[src/design/pils_pkg.sv]
// ----------------------------------------------------------------------------
// pils_pkg
// Shared types and constants of the position-indexed list store.
// ----------------------------------------------------------------------------
`timescale 1ns / 1ps
`default_nettype none

package pils_pkg;

    localparam int DEPTH  = 64;
    localparam int WIDTH  = 32;
    localparam int AW     = $clog2(DEPTH);
    localparam int CW     = $clog2(DEPTH + 1);
    localparam int CMPW   = (CW > 8) ? CW : 8;
    localparam int POS_W  = 8;
    localparam int VAL_W  = 32;
    localparam int KIND_W = 3;
    localparam int CNT_W  = 7;

    typedef enum logic [KIND_W-1:0] {
        KIND_INSERT = 3'd0,
        KIND_DELETE = 3'd1,
        KIND_GET    = 3'd2,
        KIND_LOCATE = 3'd3,
        KIND_CLEAR  = 3'd4
    } kind_t;

    typedef enum logic [1:0] {
        ST_OK    = 2'd0,
        ST_RANGE = 2'd1,
        ST_FULL  = 2'd2,
        ST_MISS  = 2'd3
    } status_t;

    typedef struct packed {
        logic [KIND_W-1:0] kind;
        logic [POS_W-1:0]  position;
        logic [VAL_W-1:0]  value;
    } cmd_t;

    typedef struct packed {
        logic [1:0]       status;
        logic [VAL_W-1:0] element;
        logic [CNT_W-1:0] found_at;
        logic [CNT_W-1:0] count;
    } rsp_t;

    typedef struct packed {
        logic             wr_en;
        logic [AW-1:0]    wr_addr;
        logic [WIDTH-1:0] wr_data;
        logic             rd_en;
        logic [AW-1:0]    rd_addr;
    } mem_req_t;

    typedef struct packed {
        logic valid;
        rsp_t beat;
    } res_t;

endpackage

`default_nettype wire

[src/design/pils_ram.sv]
// ----------------------------------------------------------------------------
// pils_ram
// Generic simple dual-port RAM: one write port, one registered read port.
// ----------------------------------------------------------------------------
`timescale 1ns / 1ps
`default_nettype none

module pils_ram #(
    parameter int DATA_W = 32,
    parameter int DEPTH  = 64
) (
    input  wire logic                     clk,
    input  wire logic                     wr_en,
    input  wire logic [$clog2(DEPTH)-1:0] wr_addr,
    input  wire logic [DATA_W-1:0]        wr_data,
    input  wire logic                     rd_en,
    input  wire logic [$clog2(DEPTH)-1:0] rd_addr,
    output logic      [DATA_W-1:0]        rd_data
);

    logic [DATA_W-1:0] ram_reg [DEPTH];
    logic [DATA_W-1:0] rd_data_reg;

    always_ff @(posedge clk)
    begin
        if (wr_en)
        begin
            ram_reg[wr_addr] <= wr_data;
        end
        if (rd_en)
        begin
            rd_data_reg <= ram_reg[rd_addr];
        end
    end

    assign rd_data = rd_data_reg;

endmodule

`default_nettype wire

[src/design/pils_ctrl.sv]
// ----------------------------------------------------------------------------
// pils_ctrl
// Operation sequencer: range checks, element shifting, get and linear search
// through the list RAM, one element per cycle.
// ----------------------------------------------------------------------------
`timescale 1ns / 1ps
`default_nettype none

module pils_ctrl (
    input  wire logic                     clk,
    input  wire logic                     rst_n,
    input  wire logic                     cmd_valid,
    output logic                          cmd_stall,
    input  wire pils_pkg::cmd_t           cmd,
    input  wire logic                     load,
    output pils_pkg::res_t                res,
    output pils_pkg::mem_req_t            mem,
    input  wire logic [pils_pkg::WIDTH-1:0] rd_data
);

    import pils_pkg::*;

    typedef enum logic [2:0] {
        S_IDLE,
        S_INS,
        S_DEL,
        S_GET_RD,
        S_GET_DATA,
        S_LOC,
        S_DONE
    } state_t;

    state_t           state_reg, state_next;
    logic [CW-1:0]    fill_reg, fill_next;
    logic [CW-1:0]    idx_reg, idx_next;
    logic             pend_reg, pend_next;
    logic [AW-1:0]    wa_reg, wa_next;
    logic [POS_W-1:0] pos_reg, pos_next;
    logic [WIDTH-1:0] val_reg, val_next;
    status_t          st_reg, st_next;
    logic [VAL_W-1:0] elem_reg, elem_next;
    logic [CNT_W-1:0] found_reg, found_next;

    logic [CMPW-1:0]  cmd_pos_w;
    logic [CMPW-1:0]  fill_w;
    logic [CMPW-1:0]  idx_w;
    logic [CMPW-1:0]  pos_w;
    logic             ins_bad;
    logic             acc_bad;

    assign cmd_pos_w = CMPW'(cmd.position);
    assign fill_w    = CMPW'(fill_reg);
    assign idx_w     = CMPW'(idx_reg);
    assign pos_w     = CMPW'(pos_reg);
    assign ins_bad   = (cmd.position == '0) || (cmd_pos_w > fill_w + CMPW'(1));
    assign acc_bad   = (cmd.position == '0) || (cmd_pos_w > fill_w);

    assign cmd_stall = (state_reg != S_IDLE);

    always_comb
    begin
        state_next = state_reg;
        fill_next  = fill_reg;
        idx_next   = idx_reg;
        pend_next  = pend_reg;
        wa_next    = wa_reg;
        pos_next   = pos_reg;
        val_next   = val_reg;
        st_next    = st_reg;
        elem_next  = elem_reg;
        found_next = found_reg;
        mem        = '0;

        res.valid         = (state_reg == S_DONE);
        res.beat.status   = st_reg;
        res.beat.element  = elem_reg;
        res.beat.found_at = found_reg;
        res.beat.count    = CNT_W'(fill_reg);

        unique case (state_reg)
            S_IDLE:
            begin
                if (cmd_valid)
                begin
                    pos_next   = cmd.position;
                    val_next   = WIDTH'(cmd.value);
                    elem_next  = '0;
                    found_next = '0;
                    st_next    = ST_OK;
                    pend_next  = 1'b0;
                    unique case (cmd.kind)
                        KIND_INSERT:
                        begin
                            if (ins_bad)
                            begin
                                st_next    = ST_RANGE;
                                state_next = S_DONE;
                            end
                            else if (fill_reg == CW'(DEPTH))
                            begin
                                st_next    = ST_FULL;
                                state_next = S_DONE;
                            end
                            else
                            begin
                                idx_next   = fill_reg;
                                state_next = S_INS;
                            end
                        end
                        KIND_DELETE:
                        begin
                            if (acc_bad)
                            begin
                                st_next    = ST_RANGE;
                                state_next = S_DONE;
                            end
                            else
                            begin
                                idx_next   = CW'(cmd.position) - CW'(1);
                                state_next = S_DEL;
                            end
                        end
                        KIND_GET:
                        begin
                            if (acc_bad)
                            begin
                                st_next    = ST_RANGE;
                                state_next = S_DONE;
                            end
                            else
                            begin
                                idx_next   = CW'(cmd.position) - CW'(1);
                                state_next = S_GET_RD;
                            end
                        end
                        KIND_LOCATE:
                        begin
                            st_next    = ST_MISS;
                            idx_next   = '0;
                            state_next = S_LOC;
                        end
                        KIND_CLEAR:
                        begin
                            fill_next  = '0;
                            state_next = S_DONE;
                        end
                        default:
                        begin
                            st_next    = ST_RANGE;
                            state_next = S_DONE;
                        end
                    endcase
                end
            end
            S_INS:
            begin
                // element read last cycle lands one slot higher
                if (pend_reg)
                begin
                    mem.wr_en   = 1'b1;
                    mem.wr_addr = wa_reg;
                    mem.wr_data = rd_data;
                end
                if (idx_w >= pos_w)
                begin
                    mem.rd_en   = 1'b1;
                    mem.rd_addr = AW'(idx_reg - CW'(1));
                    pend_next   = 1'b1;
                    wa_next     = AW'(idx_reg);
                    idx_next    = idx_reg - CW'(1);
                end
                else if (pend_reg)
                begin
                    pend_next = 1'b0;
                end
                else
                begin
                    mem.wr_en   = 1'b1;
                    mem.wr_addr = AW'(pos_reg - POS_W'(1));
                    mem.wr_data = val_reg;
                    fill_next   = fill_reg + CW'(1);
                    state_next  = S_DONE;
                end
            end
            S_DEL:
            begin
                // element read last cycle lands one slot lower
                if (pend_reg)
                begin
                    mem.wr_en   = 1'b1;
                    mem.wr_addr = wa_reg;
                    mem.wr_data = rd_data;
                end
                if (idx_reg + CW'(1) < fill_reg)
                begin
                    mem.rd_en   = 1'b1;
                    mem.rd_addr = AW'(idx_reg + CW'(1));
                    pend_next   = 1'b1;
                    wa_next     = AW'(idx_reg);
                    idx_next    = idx_reg + CW'(1);
                end
                else if (pend_reg)
                begin
                    pend_next = 1'b0;
                end
                else
                begin
                    fill_next  = fill_reg - CW'(1);
                    state_next = S_DONE;
                end
            end
            S_GET_RD:
            begin
                mem.rd_en   = 1'b1;
                mem.rd_addr = AW'(idx_reg);
                state_next  = S_GET_DATA;
            end
            S_GET_DATA:
            begin
                elem_next  = VAL_W'(rd_data);
                state_next = S_DONE;
            end
            S_LOC:
            begin
                // compare the beat read last cycle, issue the next read
                if (pend_reg && (rd_data == val_reg))
                begin
                    st_next    = ST_OK;
                    found_next = CNT_W'({1'b0, wa_reg} + 1'b1);
                    pend_next  = 1'b0;
                    state_next = S_DONE;
                end
                else if (idx_reg < fill_reg)
                begin
                    mem.rd_en   = 1'b1;
                    mem.rd_addr = AW'(idx_reg);
                    pend_next   = 1'b1;
                    wa_next     = AW'(idx_reg);
                    idx_next    = idx_reg + CW'(1);
                end
                else
                begin
                    pend_next  = 1'b0;
                    state_next = S_DONE;
                end
            end
            S_DONE:
            begin
                if (load)
                begin
                    state_next = S_IDLE;
                end
            end
            default:
            begin
                state_next = S_IDLE;
            end
        endcase
    end

    always_ff @(posedge clk or negedge rst_n)
    begin
        if (!rst_n)
        begin
            state_reg <= S_IDLE;
            fill_reg  <= '0;
            pend_reg  <= 1'b0;
        end
        else
        begin
            state_reg <= state_next;
            fill_reg  <= fill_next;
            pend_reg  <= pend_next;
        end
    end

    always_ff @(posedge clk)
    begin
        idx_reg   <= idx_next;
        wa_reg    <= wa_next;
        pos_reg   <= pos_next;
        val_reg   <= val_next;
        st_reg    <= st_next;
        elem_reg  <= elem_next;
        found_reg <= found_next;
    end

    a_fill_max: assert property (@(posedge clk) disable iff (!rst_n)
        fill_reg <= CW'(DEPTH))
        else $error("fill above capacity");

    a_no_write_idle: assert property (@(posedge clk) disable iff (!rst_n)
        (state_reg == S_IDLE || state_reg == S_DONE) |-> !mem.wr_en)
        else $error("ram write outside an operation");

    a_full_status: assert property (@(posedge clk) disable iff (!rst_n)
        (res.valid && res.beat.status == ST_FULL) |-> (fill_reg == CW'(DEPTH)))
        else $error("full status with room left");

    a_loc_bound: assert property (@(posedge clk) disable iff (!rst_n)
        (mem.rd_en && state_reg == S_LOC) |-> (CW'(mem.rd_addr) < fill_reg))
        else $error("search read beyond fill");

endmodule

`default_nettype wire

[src/design/position_indexed_list_store_core.sv]
// ----------------------------------------------------------------------------
// position_indexed_list_store_core
// Ordered list of up to DEPTH elements with insert, delete, get, locate and
// clear by 1-based position; one result beat per command beat.
// ----------------------------------------------------------------------------
// flow: clear and rejected commands go straight to the result, get reads one
//   element, insert/delete shift the tail, locate scans to the first match
// throughput: one command at a time; cmd_stall stays high until the result
//   has been loaded into the output register, which waits while a full
//   output register is stalled by rsp_stall
// reset: count clears to zero at once; the RAM holds no reset state
`timescale 1ns / 1ps
`default_nettype none

module position_indexed_list_store_core (
    input  wire logic           clk,
    input  wire logic           rst_n,
    input  wire logic           cmd_valid,
    output logic                cmd_stall,
    input  wire pils_pkg::cmd_t cmd,
    output logic                rsp_valid,
    input  wire logic           rsp_stall,
    output pils_pkg::rsp_t      rsp
);

    import pils_pkg::*;

    res_t             res;
    mem_req_t         mem;
    logic [WIDTH-1:0] rd_data;
    logic             load;
    logic             out_valid_reg, out_valid_next;
    rsp_t             out_reg;

    pils_ctrl u_ctrl (
        .clk       (clk),
        .rst_n     (rst_n),
        .cmd_valid (cmd_valid),
        .cmd_stall (cmd_stall),
        .cmd       (cmd),
        .load      (load),
        .res       (res),
        .mem       (mem),
        .rd_data   (rd_data)
    );

    pils_ram #(
        .DATA_W (WIDTH),
        .DEPTH  (DEPTH)
    ) u_ram (
        .clk     (clk),
        .wr_en   (mem.wr_en),
        .wr_addr (mem.wr_addr),
        .wr_data (mem.wr_data),
        .rd_en   (mem.rd_en),
        .rd_addr (mem.rd_addr),
        .rd_data (rd_data)
    );

    // output register takes a result when empty or being drained
    assign load = res.valid && (!out_valid_reg || !rsp_stall);

    always_comb
    begin
        out_valid_next = out_valid_reg;
        if (load)
        begin
            out_valid_next = 1'b1;
        end
        else if (!rsp_stall)
        begin
            out_valid_next = 1'b0;
        end
    end

    always_ff @(posedge clk or negedge rst_n)
    begin
        if (!rst_n)
        begin
            out_valid_reg <= 1'b0;
        end
        else
        begin
            out_valid_reg <= out_valid_next;
        end
    end

    always_ff @(posedge clk)
    begin
        if (load)
        begin
            out_reg <= res.beat;
        end
    end

    assign rsp_valid = out_valid_reg;
    assign rsp       = out_reg;

endmodule

`default_nettype wire

[config.mk]
export PLATFORM = sky130hd
export DESIGN_NAME = position_indexed_list_store_core
export DESIGN_NICKNAME = d
export VERILOG_FILES = /design/src/design/pils_pkg.sv /design/src/design/pils_ram.sv /design/src/design/pils_ctrl.sv /design/src/design/position_indexed_list_store_core.sv
export SDC_FILE = /design/constraint.sdc
export NUM_CORES = 2
export LEC_CHECK = 0
export BUFFER_PORTS_ARGS = -buffer_cell sky130_fd_sc_hd__buf_2
export CORE_MARGIN = 4
export CORE_UTILIZATION = 40
export DETAILED_ROUTE_END_ITERATION = 6
export GPL_TIMING_DRIVEN = 1
export PLACE_DENSITY_LB_ADDON = 0.12
export SYNTH_ARGS = -nofsm -noshare
export SYNTH_HDL_FRONTEND = slang
export SYNTH_HIERARCHICAL = 1
export SYNTH_SLANG_ARGS = --single-unit
export TNS_END_PERCENT = 1
[constraint.sdc]
create_clock -name clk -period 9.75 [get_ports clk]
set_input_delay 2.4375 -clock clk [delete_from_list [all_inputs] [get_ports clk]]
set_output_delay 2.4375 -clock clk [all_outputs]
set_load 0.005 [all_outputs]
==> report_table.html <==
<table>
<tr><th>Metric</th><th>Value</th></tr>
<tr><th colspan="2">Timing</th></tr>
<tr><td>Unrepaired setup endpoints after global routing</td><td>no</td></tr>
<tr><td>Number of failing setup endpoints in the final timing report</td><td>0</td></tr>
<tr><td>Slew HR</td><td>17.2%</td></tr>
<tr><td>Worst-Margin Slew</td><td>between 1 and 1.5 ns</td></tr>
<tr><td>Fin. Hold Viols</td><td>0</td></tr>
<tr><td>Share of the cycle needed by the critical path after routing</td><td>71.1%</td></tr>
<tr><td>Total count of max-transition violations in the final report</td><td>0</td></tr>
<tr><td>Clock period minus final worst setup slack</td><td>6.93 ns</td></tr>
<tr><td>Setup TNS</td><td>0 ns</td></tr>
<tr><td>Top achievable clock speed</td><td>144 MHz</td></tr>
<tr><td>Skew final</td><td>~0.054 ns</td></tr>
<tr><td>PnR worst setup slack</td><td>2.82 ns</td></tr>
<tr><th colspan="2">Hold path</th></tr>
<tr><td>Startpoint of the lowest-slack hold path</td><td>u_ctrl/elem_reg[14]$_SDFFCE_PN0P_</td></tr>
<tr><td>WHS Path Cells</td><td>0</td></tr>
<tr><td>Sink of the worst hold path</td><td>rsp[28]$_DFFE_PP_</td></tr>
<tr><td>Path class of the lowest-slack min-delay path</td><td>register to register</td></tr>
<tr><th colspan="2">CTS</th></tr>
<tr><td>Number of buffers on the longest clock path</td><td>3</td></tr>
<tr><td>Clk Tree Root Cell</td><td>clkbuf_16</td></tr>
<tr><td>TritonCTS buffer count</td><td>226</td></tr>
<tr><td>Number of H-tree levels</td><td>4</td></tr>
<tr><td>Clock insertion delay at the later pin of the skew report</td><td>0.85 ns</td></tr>
<tr><td>TritonCTS sink count</td><td>2234</td></tr>
<tr><td>Post-CTS Setup Inserts</td><td>0</td></tr>
<tr><td>CTS Hold Bufs</td><td>0</td></tr>
<tr><td>Clock tree from TritonCTS</td><td>yes</td></tr>
<tr><td>Post-CTS Resized</td><td>0</td></tr>
<tr><td>Post-CTS clock slew at the launch and capture registers of the worst setup and hold paths</td><td>0.06 ns</td></tr>
<tr><th colspan="2">Die</th></tr>
<tr><td># IOs</td><td>97</td></tr>
<tr><td>Overall die area</td><td>between 200000 and 250000 um^2</td></tr>
<tr><td>Initial Util</td><td>roughly 40%</td></tr>
<tr><td>Core area</td><td>~220000 um^2</td></tr>
<tr><td>Floorplan die height</td><td>between 400 and 500 um</td></tr>
<tr><td>Number of rows created at floorplan</td><td>170</td></tr>
<tr><td>Die boundary width</td><td>474 um</td></tr>
<tr><th colspan="2">Setup path</th></tr>
<tr><td>Buffers &amp; Inverters on Critical Path</td><td>2</td></tr>
<tr><td>Crit. path cell count</td><td>18</td></tr>
<tr><td>Largest driver fanout on the critical path</td><td>29</td></tr>
<tr><td>Family of cells with the greatest summed delay on the critical path</td><td>compound AO/OA/AOI/OAI gates</td></tr>
<tr><td>Delay of the slowest cell on the worst path</td><td>about 0.68 ns</td></tr>
<tr><td>Reg-to-reg slack, setup</td><td>approximately 2.8 ns</td></tr>
<tr><td>Arrival time of the worst setup path</td><td>~7.5 ns</td></tr>
<tr><td>Category of the most critical setup path</td><td>register to register</td></tr>
<tr><td>Path depth of the worst reg2reg path</td><td>18</td></tr>
<tr><td>Crit start category</td><td>register</td></tr>
<tr><td>Element type at the critical path end</td><td>register</td></tr>
<tr><td>Worst flop-to-flop path startpoint</td><td>u_ctrl/idx_reg[0]$_DFFE_PP_</td></tr>
<tr><td>Required @ worst endpoint</td><td>10.32 ns</td></tr>
<tr><td>Chain of cells forming the critical path</td><td>ha_1 &gt; nand3_1 &gt; xnor2_1 &gt; ha_1 &gt; a21o_1 &gt; a21oi_1 &gt; nor2b_1 &gt; nor3_1 &gt; nand2_1 &gt; nand2_1 &gt; a22o_4 &gt; buf_4 &gt; buf_4 &gt; mux4_2 &gt; o22ai_1 &gt; nor2_1 &gt; a21oi_1 &gt; nor2_1</td></tr>
<tr><td>Capturing point of the worst reg2reg path</td><td>u_ram/rd_data[11]$_DFFE_PP_</td></tr>
<tr><td>Master of the slowest instance on the critical path</td><td>a21oi_1</td></tr>
<tr><th colspan="2">Routing</th></tr>
<tr><td>First-iteration detailed-routing DRC count</td><td>4911</td></tr>
<tr><td>Remaining routing DRC violations</td><td>0</td></tr>
<tr><td>Overall via count from detail_route</td><td>42500</td></tr>
<tr><td>Post-Route WL</td><td>248000 um</td></tr>
<tr><td>Number of optimization iterations in the first detailed-route pass</td><td>5</td></tr>
<tr><td>Per-cell routed wire length</td><td>33.9 um</td></tr>
<tr><td>Post-DR vias/cell</td><td>5.82</td></tr>
<tr><td>Number of nets with antenna violations after detailed routing</td><td>0</td></tr>
<tr><th colspan="2">Pwr</th></tr>
<tr><td>Worst vdd ir</td><td>0.139 mV</td></tr>
<tr><td>Total chip power</td><td>26.1 mW</td></tr>
<tr><td>Internal Dissipation</td><td>18.2 mW</td></tr>
<tr><td>Leakage power figure</td><td>30.6 nW</td></tr>
<tr><td>Clock share of power</td><td>32.2%</td></tr>
<tr><td>Fraction of power consumed by sequential logic</td><td>44.4%</td></tr>
<tr><td>P_sw</td><td>7.86 mW</td></tr>
<tr><td>Fraction of power consumed by combinational cells</td><td>around a quarter</td></tr>
<tr><td>Net Sw Frac</td><td>30.1%</td></tr>
<tr><td>Pwr/cell area</td><td>263 nW/um^2</td></tr>
<tr><th colspan="2">Layout</th></tr>
<tr><td>Layout cells sized above 1</td><td>roughly 28%</td></tr>
<tr><td>Area of the multi-input gates</td><td>~19000 um^2</td></tr>
<tr><td>Area growth from synthesis to layout</td><td>13.9%</td></tr>
<tr><td>Share of the core filled with cells</td><td>46.0%</td></tr>
<tr><td>Post-layout nets</td><td>4367</td></tr>
<tr><td>Max reg flops</td><td>2048</td></tr>
<tr><td>Filler instances</td><td>17900</td></tr>
<tr><td>Sequential cell area</td><td>67000 um^2</td></tr>
<tr><th colspan="2">Place</th></tr>
<tr><td>Pre-CTS WS</td><td>2.80 ns</td></tr>
<tr><td>Count of buffers inserted at the top-level ports</td><td>96</td></tr>
<tr><td>HPWL after detailed placement</td><td>138000 um</td></tr>
<tr><td>Routability congestion estimate</td><td>0.831</td></tr>
<tr><th colspan="2">Synthesis</th></tr>
<tr><td>Synth cell types</td><td>80</td></tr>
<tr><td>Register bit count reported by yosys</td><td>2234</td></tr>
<tr><td>Number of instances in the synthesized netlist</td><td>3997</td></tr>
<tr><td>Net count after synthesis</td><td>4091</td></tr>
<tr><td>Fraction of synthesis flops using an asynchronous set or reset pin</td><td>0.537%</td></tr>
<tr><td>Mean Syn Cell Area</td><td>approximately 22 um^2</td></tr>
<tr><td>Most used DFF post-synth</td><td>edfxtp_1</td></tr>
<tr><td>Sequential cell area fraction in the yosys report</td><td>between 70 and 80%</td></tr>
<tr><td>Number of flops mapped to enable cells by yosys</td><td>around 2200</td></tr>
<tr><td>Cell Area, Synth</td><td>approximately 87000 um^2</td></tr>
<tr><td>Yosys warning count</td><td>6</td></tr>
<tr><th colspan="2">Global routing</th></tr>
<tr><td>Overall overflow remaining after global route</td><td>0</td></tr>
<tr><td>Via count of the first global-routing pass</td><td>around 43000</td></tr>
<tr><td>Aggregate global-route resource usage</td><td>22.0%</td></tr>
<tr><td>Maximum number of pins on one net before global-route repair</td><td>103</td></tr>
<tr><td>Wire length of the first global-routing pass</td><td>around 340000 um</td></tr>
<tr><td>Initial antenna violation count</td><td>14</td></tr>
<tr><th colspan="2">Outcome</th></tr>
<tr><td>Outcome</td><td>completed</td></tr>
<tr><th colspan="2">Run</th></tr>
<tr><td>Count of max-cap constraint violations</td><td>0</td></tr>
</table>
worst max-delay path by stage:
stage | start | end | slack, ns
2_1_floorplan | u_ctrl/idx_reg[0]$_DFFE_PP_ | u_ram/ram_reg[33][0]$_DFFE_PP_ | 4.38
3_3_place_gp | u_ctrl/idx_reg[0]$_DFFE_PP_ | u_ram/rd_data[11]$_DFFE_PP_ | 2.74
3_5_place_dp | u_ctrl/idx_reg[0]$_DFFE_PP_ | u_ram/rd_data[11]$_DFFE_PP_ | 2.80
4_1_cts | u_ctrl/idx_reg[0]$_DFFE_PP_ | u_ram/rd_data[11]$_DFFE_PP_ | 2.77
5_1_grt | u_ctrl/idx_reg[0]$_DFFE_PP_ | u_ram/rd_data[11]$_DFFE_PP_ | 2.19
6_report | u_ctrl/idx_reg[0]$_DFFE_PP_ | u_ram/rd_data[11]$_DFFE_PP_ | 2.82
logic make-up after synthesis:
kind of cell    count (synthesis)  synth area share [%]
flops                        2234                  77.1
mux                           639                  15.2
simple gates                  420                  2.40
compound gates                352                  2.75
buf+inv                       242                  1.29
xor+xnor                       62                 0.624
fa+ha+maj                      48                 0.696
placed cells by master (no fill, tap or decap), drive strengths merged, types with 9 or more instances in the layout:
cell type / synthesis / final
xnor2: 20 / 20
inv: 28 / 36
and3: 42 / 42
nand4: 9 / 9
nor2b: 21 / 21
or2: 9 / 9
buf: 126 / 261
nor2: 165 / 165
ha: 46 / 46
a21oi: 89 / 89
edfxtp: 2222 / 2222
a22oi: 15 / 15
mux4: 544 / 544
nand2: 72 / 72
xor2: 42 / 42
mux2i: 94 / 94
nand2b: 13 / 13
dfrtp: 12 / 12
o21ai: 26 / 26
nand3: 25 / 25
a22o: 37 / 37
clkbuf: 87 / 288
o221ai: 28 / 28
clkinv: 1 / 104
o22ai: 87 / 87
a21o: 9 / 9
bufinv: 0 / 17
nor3: 23 / 23
metrics by stage:
stage               std cells  hold WS [ns]  cell area (um^2)
floorplan                3997         0.400             87000
global placement         6883         0.406             91900
detailed placement       6883         0.405             91900
CTS                      7304         0.419             99000
global route             7305         0.427             99000
finish                   7310         0.417             99000
cells in the mapped netlist (36+ instances only):
cell type / number / area, um^2
o22ai_1: 87 / 544
and3_1: 42 / 263
xor2_1: 42 / 368
buf_2: 74 / 370
edfxtp_1: 2222 / 66700
nor2_1: 165 / 619
ha_1: 46 / 576
clkbuf_1: 86 / 323
a22o_1: 36 / 315
mux2i_1: 94 / 941
nand2_1: 70 / 263
a21oi_1: 88 / 440
mux4_2: 544 / 12300
layer usage:
layer	share of wire, %	global-route usage (%)	wire [um]
met1	43	31.4	106000
met2	47	34.9	117000
met3	7.2	4.09	17700
met4	2.7	5.84	6590
met5	0	0	0
final cells by class:
type,count,area share [%]
inverter,29,0.110
timing repair buffer,261,1.81
tap,2838,3.59
sequential,2234,67.7
antenna,6,0.0152
clock buffer,288,5.99
clock inverter,133,1.20
multi-input combinational,1521,19.6
power groups by stage:
stage / logic [mW] / registers [mW] / clock network (mW)
after floorplan: 3.69 / 11.6 / 0
after global placement: 6.18 / 11.8 / 0
after detailed placement: 6.19 / 11.8 / 0
after CTS: 6.20 / 11.6 / 8.60
after global routing: 6.46 / 11.6 / 9.02
final: 6.08 / 11.6 / 8.41
(Power assumes the default switching activity.)
